File: config.mk
export PLATFORM = sky130hd
export DESIGN_NAME = gate_travel_state_machine_flat
export DESIGN_NICKNAME = d
export VERILOG_FILES = /design/src/design/gtsm_pkg.sv /design/src/design/gtsm_chan_if.sv /design/src/design/gtsm_cfg_regs.sv /design/src/design/gtsm_core.sv /design/src/design/gate_travel_state_machine.sv /design/src/flat_wrapper.sv
export SDC_FILE = /design/constraint.sdc
export NUM_CORES = 1
export LEC_CHECK = 0
export BUFFER_PORTS_ARGS = -buffer_cell sky130_fd_sc_hd__buf_2
export CAP_MARGIN = 25
export CORE_MARGIN = 2
export CORE_UTILIZATION = 35
export DETAILED_ROUTE_END_ITERATION = 8
export SLEW_MARGIN = 20
export SYNTH_ARGS = -nofsm -noshare
export SYNTH_HDL_FRONTEND = slang
export SYNTH_SLANG_ARGS = --single-unit
File: constraint.sdc
create_clock -name clk_i -period 5.28 [get_ports clk_i]
set_input_delay 0.528 -clock clk_i [delete_from_list [all_inputs] [get_ports clk_i]]
set_output_delay 0.528 -clock clk_i [all_outputs]
set_load 0.01 [all_outputs]
File: src/design/gtsm_pkg.sv
// ----------------------------------------------------------------------------
// gtsm_pkg: gate travel state machine shared types
// Event, result and configuration words, code enums and reset values.
// ----------------------------------------------------------------------------
package gtsm_pkg;

  localparam int unsigned TimeW   = 32;
  localparam int unsigned CfgIdxW = 2;

  typedef enum logic [1:0] {
    CmdOpen   = 2'd0,
    CmdClose  = 2'd1,
    CmdStatus = 2'd2,
    CmdTick   = 2'd3
  } cmd_e;

  typedef enum logic [1:0] {
    ResAccepted   = 2'd0,
    ResIdempotent = 2'd1,
    ResThrottled  = 2'd2,
    ResNone       = 2'd3
  } res_e;

  typedef enum logic [2:0] {
    PosUnknown = 3'd0,
    PosClosed  = 3'd1,
    PosOpening = 3'd2,
    PosOpen    = 3'd3,
    PosClosing = 3'd4,
    PosStopped = 3'd5
  } pos_e;

  typedef enum logic [1:0] {
    LastNone  = 2'd0,
    LastOpen  = 2'd1,
    LastClose = 2'd2
  } last_e;

  typedef logic [TimeW-1:0] time_t;

  // Configuration register indexes
  localparam logic [CfgIdxW-1:0] CfgMinSpacing    = CfgIdxW'(0);
  localparam logic [CfgIdxW-1:0] CfgTravelTimeout = CfgIdxW'(1);

  localparam time_t MinSpacingRst    = TimeW'(1000);
  localparam time_t TravelTimeoutRst = TimeW'(30000);

  typedef struct packed {
    cmd_e  command;
    logic  fully_open;
    time_t now_time;
  } evt_t;

  typedef struct packed {
    res_e  cmd_result;
    pos_e  gate_state;
    last_e last_command;
    time_t last_command_time;
  } res_t;

  typedef struct packed {
    logic [CfgIdxW-1:0] index;
    time_t              value;
  } cfg_wr_t;

  typedef struct packed {
    time_t min_cmd_spacing;
    time_t travel_timeout;
  } cfg_t;

endpackage

File: src/design/gtsm_chan_if.sv
// ----------------------------------------------------------------------------
// gtsm_chan_if: valid/ready channel
// Carries one word of a given payload type per handshake.
// ----------------------------------------------------------------------------
interface gtsm_chan_if #(
  parameter type payload_t = logic
);

  logic     valid;
  logic     ready;
  payload_t data;

  modport source (output valid, output data, input ready);
  modport sink   (input valid, input data, output ready);

endinterface

File: src/design/gtsm_cfg_regs.sv
// ----------------------------------------------------------------------------
// gtsm_cfg_regs: configuration registers
// Holds command spacing and travel timeout; unknown indexes are dropped.
// ----------------------------------------------------------------------------
module gtsm_cfg_regs (
  input  logic             clk_i,
  input  logic             rst_ni,
  input  logic             wr_en_i,
  input  gtsm_pkg::cfg_wr_t wr_i,
  output gtsm_pkg::cfg_t    cfg_o
);
  import gtsm_pkg::*;

  cfg_t cfg_q, cfg_d;

  always_comb begin
    cfg_d = cfg_q;
    if (wr_en_i) begin
      case (wr_i.index)
        CfgMinSpacing:    cfg_d.min_cmd_spacing = wr_i.value;
        CfgTravelTimeout: cfg_d.travel_timeout  = wr_i.value;
        default:          cfg_d = cfg_q;
      endcase
    end
  end

  always_ff @(posedge clk_i or negedge rst_ni) begin
    if (!rst_ni) begin
      cfg_q.min_cmd_spacing <= MinSpacingRst;
      cfg_q.travel_timeout  <= TravelTimeoutRst;
    end else begin
      cfg_q <= cfg_d;
    end
  end

  assign cfg_o = cfg_q;

endmodule

File: src/design/gtsm_core.sv
// ----------------------------------------------------------------------------
// gtsm_core: gate position update
// Applies one event word to the gate state and forms its result word.
// ----------------------------------------------------------------------------
module gtsm_core (
  input  logic            clk_i,
  input  logic            rst_ni,
  input  logic            step_i,
  input  gtsm_pkg::evt_t  evt_i,
  input  gtsm_pkg::cfg_t  cfg_i,
  output gtsm_pkg::res_t  res_o
);
  import gtsm_pkg::*;

  pos_e  pos_q, pos_d;
  last_e last_q, last_d;
  time_t last_time_q, last_time_d;
  time_t start_q, start_d;

  res_e  result;
  logic  want_open;
  pos_e  at_end, heading;
  time_t since_cmd, since_start;

  assign want_open   = (evt_i.command == CmdOpen);
  assign at_end      = want_open ? PosOpen : PosClosed;
  assign heading     = want_open ? PosOpening : PosClosing;
  assign since_cmd   = evt_i.now_time - last_time_q;
  assign since_start = evt_i.now_time - start_q;

  always_comb begin
    pos_d       = pos_q;
    last_d      = last_q;
    last_time_d = last_time_q;
    start_d     = start_q;
    result      = ResNone;
    case (evt_i.command)
      CmdOpen, CmdClose: begin
        if (pos_q == at_end || pos_q == heading) begin
          result = ResIdempotent;
        end else if (last_q != LastNone && since_cmd < cfg_i.min_cmd_spacing) begin
          result = ResThrottled;
        end else begin
          result      = ResAccepted;
          pos_d       = heading;
          last_d      = want_open ? LastOpen : LastClose;
          last_time_d = evt_i.now_time;
          start_d     = evt_i.now_time;
        end
      end
      CmdStatus: begin
        if (evt_i.fully_open) begin
          pos_d = PosOpen;
        end else if (pos_q == PosUnknown) begin
          pos_d = PosClosed;
        end else if (pos_q == PosOpen) begin
          // contact released: the gate has started to close
          pos_d   = PosClosing;
          start_d = evt_i.now_time;
        end
      end
      CmdTick: begin
        if ((pos_q == PosOpening || pos_q == PosClosing) &&
            since_start >= cfg_i.travel_timeout) begin
          pos_d = (pos_q == PosOpening) ? PosStopped : PosClosed;
        end
      end
      default: result = ResNone;
    endcase
  end

  always_ff @(posedge clk_i or negedge rst_ni) begin
    if (!rst_ni) begin
      pos_q       <= PosUnknown;
      last_q      <= LastNone;
      last_time_q <= '0;
      start_q     <= '0;
    end else if (step_i) begin
      pos_q       <= pos_d;
      last_q      <= last_d;
      last_time_q <= last_time_d;
      start_q     <= start_d;
    end
  end

  assign res_o.cmd_result        = result;
  assign res_o.gate_state        = pos_d;
  assign res_o.last_command      = last_d;
  assign res_o.last_command_time = last_time_d;

endmodule

File: src/design/gate_travel_state_machine.sv
// ----------------------------------------------------------------------------
// gate_travel_state_machine: gate position tracker
// Takes open, close, status and tick events and reports the gate state.
// ----------------------------------------------------------------------------
//   channel | dir | payload                                         | use
//   evt_i   | in  | command, fully_open, now_time                   | events
//   res_o   | out | cmd_result, gate_state, last_command, last_..._time | results
//   cfg_i   | in  | index, value                                    | registers
//
// One event a cycle while the result is not stalled: an event word waits in the input register,
// where the state update runs, then moves into the result register.
// Result valid rises when the word moves into the result register.
// A stalled result holds the input register; the next word is still taken
// while the input register is empty. Reset clears state and valids.
// ----------------------------------------------------------------------------
module gate_travel_state_machine (
  input  logic        clk_i,
  input  logic        rst_ni,
  gtsm_chan_if.sink   evt_i,
  gtsm_chan_if.source res_o,
  gtsm_chan_if.sink   cfg_i
);
  import gtsm_pkg::*;

  logic in_vld_q, in_vld_d;
  evt_t evt_q;
  logic out_vld_q, out_vld_d;
  res_t res_q;
  res_t res_next;
  cfg_t cfg;
  logic advance;
  logic evt_take;

  // move the held event into the result register
  assign advance  = in_vld_q && (!out_vld_q || res_o.ready);
  assign evt_take = evt_i.valid && evt_i.ready;

  assign evt_i.ready = !in_vld_q || advance;
  assign cfg_i.ready = 1'b1;

  assign in_vld_d  = evt_take || (in_vld_q && !advance);
  assign out_vld_d = advance || (out_vld_q && !res_o.ready);

  gtsm_cfg_regs u_cfg (
    .clk_i   (clk_i),
    .rst_ni  (rst_ni),
    .wr_en_i (cfg_i.valid),
    .wr_i    (cfg_i.data),
    .cfg_o   (cfg)
  );

  gtsm_core u_core (
    .clk_i  (clk_i),
    .rst_ni (rst_ni),
    .step_i (advance),
    .evt_i  (evt_q),
    .cfg_i  (cfg),
    .res_o  (res_next)
  );

  always_ff @(posedge clk_i or negedge rst_ni) begin
    if (!rst_ni) begin
      in_vld_q  <= 1'b0;
      out_vld_q <= 1'b0;
    end else begin
      in_vld_q  <= in_vld_d;
      out_vld_q <= out_vld_d;
    end
  end

  always_ff @(posedge clk_i) begin
    if (evt_take) begin
      evt_q <= evt_i.data;
    end
    if (advance) begin
      res_q <= res_next;
    end
  end

  assign res_o.valid = out_vld_q;
  assign res_o.data  = res_q;

endmodule

File: src/flat_wrapper.sv
// flat-port wrapper written by rule: the top's interface ports become plain ports
module gate_travel_state_machine_flat import gtsm_pkg::*;
  (clk_i, rst_ni, evt_i_valid, evt_i_data, evt_i_ready, res_o_valid, res_o_data, res_o_ready, cfg_i_valid, cfg_i_data, cfg_i_ready);
  gtsm_chan_if #(.payload_t(evt_t)) evt_i_i ();
  gtsm_chan_if #(.payload_t(res_t)) res_o_i ();
  gtsm_chan_if #(.payload_t(cfg_wr_t)) cfg_i_i ();
  input  logic clk_i;
  input  logic rst_ni;
  input wire logic [$bits(evt_i_i.valid)-1:0] evt_i_valid;
  input wire logic [$bits(evt_i_i.data)-1:0] evt_i_data;
  output wire logic [$bits(evt_i_i.ready)-1:0] evt_i_ready;
  output wire logic [$bits(res_o_i.valid)-1:0] res_o_valid;
  output wire logic [$bits(res_o_i.data)-1:0] res_o_data;
  input wire logic [$bits(res_o_i.ready)-1:0] res_o_ready;
  input wire logic [$bits(cfg_i_i.valid)-1:0] cfg_i_valid;
  input wire logic [$bits(cfg_i_i.data)-1:0] cfg_i_data;
  output wire logic [$bits(cfg_i_i.ready)-1:0] cfg_i_ready;
  assign evt_i_i.valid = evt_i_valid;
  assign evt_i_i.data = evt_i_data;
  assign evt_i_ready = evt_i_i.ready;
  assign res_o_valid = res_o_i.valid;
  assign res_o_data = res_o_i.data;
  assign res_o_i.ready = res_o_ready;
  assign cfg_i_i.valid = cfg_i_valid;
  assign cfg_i_i.data = cfg_i_data;
  assign cfg_i_ready = cfg_i_i.ready;
  gate_travel_state_machine u_core (.clk_i(clk_i), .rst_ni(rst_ni), .evt_i(evt_i_i), .res_o(res_o_i), .cfg_i(cfg_i_i));
endmodule
== After elaboration in Yosys (flattened, before gate mapping) ==
Index checks and enable logic that the tools add are counted.
Cells by class
  $add $sub $neg: 2
  $lt $le $gt $ge: 2
  eq/ne operators: 14
  mux-type cells: 25
  bitwise logic cells: 1
  reduce and logical (&&, ||, !) cells: 26
Operators with widths (number)
  2-to-1 mux 32 bit: 8
  one-hot mux 32 bit (2 select lines): 1
  subtractor 32 bit: 2
  greater-or-equal comparator 32 bit: 1
  < comparator 32 bit: 1
  2-to-1 mux 3 bit: 8
  2-to-1 mux 2 bit: 7
  inequality test 2 bit (second input constant): 5
  one-hot mux 3 bit (3 select lines): 1
  AND reduction 7 bit: 1
  == test 3 x 2 -> 1 bit (second input constant): 2
  logical AND 1 bit: 6
  logical OR 1 bit: 6
  == test 2 x 1 -> 1 bit (second input constant): 2
  == test 2 bit (second input constant): 2
  zero test 1 bit: 4
  zero test 2 bit: 2
  AND reduction 2 bit: 2
  nonzero test 2 bit: 2
  OR reduction 2 bit: 2
  == test 3 x 2 -> 1 bit: 1
  == test 3 bit: 1
  == test 3 bit (second input constant): 1
  zero test 3 bit: 1
  NOT 1 bit: 1
Word-level totals
  register bits: 209
  output and inout bits: 42
  logic and storage cells: 86

== Logic depth before layout (Yosys ltp) ==
  depth in word-level cells: 6
  depth in mapped cells: 24
  gate-level depth less buffers: 22

== Hierarchy ==
From an unflattened synthesis, not the netlist that was laid out.
Second synthesis, totals
  cells, all modules: 1159
  area total of the unflattened synthesis: 12858.6 um^2
By module, submodules not included
  gtsm_core: times used 1, cells an instance 939, area each 8089.0 um^2
  gtsm_cfg_regs: times used 1, cells an instance 136, area each 2432.3 um^2
  gate_travel_state_machine: times used 1, cells an instance 84, area each 2337.2 um^2

== Worst setup path before layout ==
Ideal clock, no wire load.
  kind: register to register
  from: register u_core.evt_q[0] (netlist bit)
  to: register u_core.u_core.last_time_q[16]
  library setup time: 0.128 ns
  arrival time: 4.510 ns
  required time: 5.152 ns
  path slack: 0.642 ns
  stages on the path, launching flop included: 24
  clock period less this slack: 4.638 ns
  path through: edfxtp_1 inv_1 ha_1 inv_1 fa_1 a21o_1 a21oi_1 o211ai_1 a21bo_2 a21boi_1 o21ai_1 a311o_1 a21oi_1 xnor2_1 ha_1 nor2b_1 o21ai_0 o211ai_1 o21bai_2 nor2b_4 buf_6 buf_12 mux2_4 mux2_4
RTL lines
  start: declaration: RTL line gate_travel_state_machine.sv:26  | evt_t evt_q;
  start signal: assignment: RTL line gate_travel_state_machine.sv:73  | evt_q <= evt_i.data;
  end signal: assignment: RTL line gtsm_core.sv:81  | last_time_q <= last_time_d;
  end: declaration: RTL line gtsm_core.sv:17  | time_t last_time_q, last_time_d;

==> flow_metrics.tcl <==
set metrics [dict create \
    viasPerCell 5.04 \
    dp_hpwl_microns 23300 \
    finalSetupViolations 0 \
    min_period_ns 5.00 \
    post-place-ws_ns 0.00127 \
    slew_violations 0 \
    worst_slack_ns 0.279 \
    gp_congestion 0.848 \
    drc 0 \
    route.met2.wl_microns 14900 \
    fill_cells 3560 \
    cts-root-buf "clkbuf_16" \
    layout-drive-gt1-share_pct 26.5 \
    tightestPinTransition_ns 0.834 \
    ctsHtreeMaxLevel 1 \
    fin_cells 1781 \
    routedWlPerCell_microns 17.9 \
    status "completed" \
    routed_wl_microns 31900 \
    grt-ovfl-total 0 \
    ys_seq_area_share_pct 43.2 \
    critPathLaunchType "flop" \
    synthesis.area_sq_um 13000 \
    layout_commonest_cell "inv_1" \
    drt_first_pass_iters 5 \
    vias 8971 \
    ys_ff_latch 209 \
    clk_latency_ns 0.54 \
    fmax_mhz 200 \
    synthArstFlopShare_pct 64.6 \
    seq_area_sq_um 5620 \
    yosysWarningCount 0 \
    cp-end-kind "flop" \
    synth_cell_type_count 74 \
    maxUsedRoutingLayer "met4" \
    cts-buffers-inserted 25 \
    synthCells 1157 \
    ir_worst_vdd_uv 295 \
    yosysTopAreaCell "dfrtp_1" \
    crit_required_ns 5.70 \
    die_w_microns 197 \
    ant_nets 0 \
    syn_to_final_growth_pct 16.2 \
    powerDensity_nw_per_um2 658 \
    crit_path_max_fanout 8 \
    track_usage_pct 16.4 \
    r2r_cells 21 \
    synthTopCellsByArea "dfrtp_1 (23%), edfxtp_1 (17%), ha_1 (12%)" \
    clkSlewWorstSetupHoldPaths_ns 0.06 \
    synth_fp_nets 1358 \
    fin_worst_skew_ns 0.0171 \
    synth_top_area_share_pct 23.5 \
    rows 70 \
    syn_avg_cell_area_sq_um 11.2 \
    io_buffers 114 \
    relSlewSlack_pct 44.4 \
    r2r-start "u_core.evt_q[1]$_DFFE_PP_" \
    start_util_pct 35.6 \
    cts_tree "yes" \
    grt_pass1_vias 9206 \
    met1_length_microns 15200 \
    grt_pass1_wl_microns 50100 \
    period_share_pct 94.7 \
    power_leakage_nw 7.08 \
    hold_viol_final 0 \
    antenna_found_initial 0 \
    fin_nets 1495 \
    maxCapViolCount 0 \
    rrSetupSlack_ns 0.28 \
    wl_met3_microns 1180 \
    ys.flop_type "dfrtp_1" \
    rsz0062_at_grt "no" \
    die_h_microns 197 \
    die_area_sq_um 38700 \
    grt_max_degree 85 \
    first_iter_violations 436 \
    cp.arrival_ns 5.42 \
    dp_cells 1731 \
    synth_edf_count 74 \
    multi_input_area_sq_um 6730 \
    regToRegEndpoint "u_core.u_core.last_time_q[14]$_DFFE_PN0P_" \
    io_pins 116 \
    core_sq_um 36600 \
    hold_path_class "primary input to asynchronous set/reset pin" \
    tns_ns 0 \
    cts_sinks 209 \
    path_class "flop to flop" \
    finalCoreUtilization_pct 41.3 \
    cts_max_path_buffers 3 \
    antennaDiodeCount 0 \
    final_cell_mix "inv_1 (145), ha_1 (124), dfrtp_1 (122)" \
]
## sequential cells by signal, indices dropped and copies added, names as in the netlist
register and count:
u_core.u_core.last_time_q 32, u_core.res_o.data 39, u_core.u_core.pos_q 3, u_core.u_core.start_q 32, u_core.res_o.valid 1, u_core.u_cfg.cfg_o 64
u_core.evt_q 35, u_core.in_vld_q 1, u_core.u_core.last_q 2
## synth_stat cells (19+ instances only)
| cell | count |
|---|---|
| mux2_4 | 96 |
| inv_1 | 146 |
| dfrtp_1 | 122 |
| xor2_1 | 19 |
| edfxtp_1 | 74 |
| mux2_2 | 33 |
| nor2_1 | 42 |
| nand4_1 | 19 |
| ha_1 | 125 |
| nand2_1 | 56 |
| a21oi_1 | 65 |
| o21ai_0 | 62 |
| a21o_1 | 43 |
| xnor2_1 | 40 |
## power breakdown
| group | switching, mW | internal [mW] | total (mW) |
|---|---|---|---|
| Clock | 0.714 | 1.08 | 1.79 |
| Sequential | 0.321 | 2.26 | 2.58 |
| Combinational | 2.80 | 2.78 | 5.57 |
## kinds of logic (layout without fill, tap and decap cells)
kind of cell / after synthesis / in the layout / synth area share (%)
AO/OA/AOI/OAI: 263 / 264 / 13.4
flip-flops: 209 / 209 / 43.2
AND/OR/NAND/NOR: 190 / 190 / 7.16
buffers and inverters: 176 / 331 / 5.77
multiplexers: 132 / 132 / 14.2
adder cells (fa/ha/maj): 127 / 127 / 12.3
XOR/XNOR: 59 / 59 / 3.97
other: 1 / 1 / 0.0288
## area by class of cell
| type | instances | share of cell area (%) |
|---|---|---|
| clock buffer | 29 | 4.30 |
| tap | 468 | 3.87 |
| timing repair buffer | 139 | 5.24 |
| clock inverter | 17 | 1.32 |
| sequential | 209 | 37.1 |
| multi-input combinational | 773 | 44.5 |
| inverter | 146 | 3.64 |
## routing by layer
| metal | vias to the layer above | GRT usage, % |
|---|---|---|
| met4 | 0 | 4.26 |
| met2 | 166 | 27.2 |
| met5 | - | 0 |
| li1 | 4392 | - |
| met1 | 4362 | 22.3 |
| met3 | 51 | 2.72 |
## how the worst max path moves through the flow
stage	from	endpoint	slack [ns]
finish	u_core.evt_q[1]$_DFFE_PP_	u_core.u_core.last_time_q[14]$_DFFE_PN0P_	0.28
global route	u_core.evt_q[1]$_DFFE_PP_	u_core.u_core.last_time_q[16]$_DFFE_PN0P_	0.007
CTS	u_core.evt_q[0]$_DFFE_PP_	u_core.res_o.data[36]$_DFFE_PP_	0.05
detailed placement	u_core.evt_q[4]$_DFFE_PP_	u_core.res_o.data[36]$_DFFE_PP_	0.001
global placement	u_core.evt_q[4]$_DFFE_PP_	u_core.res_o.data[36]$_DFFE_PP_	0.03
floorplan	u_core.evt_q[0]$_DFFE_PP_	u_core.u_core.last_time_q[16]$_DFFE_PN0P_	0.64
## what timing repair did
action	4_1_cts	5_1_grt
hold buffers	0	0
pin swaps	0	2
cloned	0	1
setup endpoints to repair	1	78
resized for setup	1	16
buffers inserted	0	3
## worst max-delay path, stage by stage (launching register included)
cell,delay (ns)
edfxtp_1,0.51
ha_1,0.32
nor2b_1,0.15
o31ai_1,0.30
a2111o_1,0.23
a41o_1,0.20
nand2_1,0.07
a31oi_1,0.45
xnor2_1,0.18
ha_1,0.27
a21o_1,0.16
a21o_1,0.17
a21oi_1,0.13
o21ai_1,0.11
buf_4,0.16
a2111oi_4,0.28
o21bai_2,0.12
nor2b_4,0.16
buf_4,0.13
buf_4,0.19
mux2_4,0.33
mux2_4,0.26
## stage by stage
| step | hold WS (ns) | cell area (sq um) | total power [mW] |
|---|---|---|---|
| floorplan | 0.232 | 13000 | 6.80 |
| global placement | 0.473 | 14100 | 7.91 |
| detailed placement | 0.493 | 14200 | 8.02 |
| CTS | 0.0983 | 15000 | 9.90 |
| global route | 0.126 | 15100 | 10.8 |
| finish | 0.0638 | 15100 | 9.95 |
Note: power is estimated with default switching activity, not from simulation.
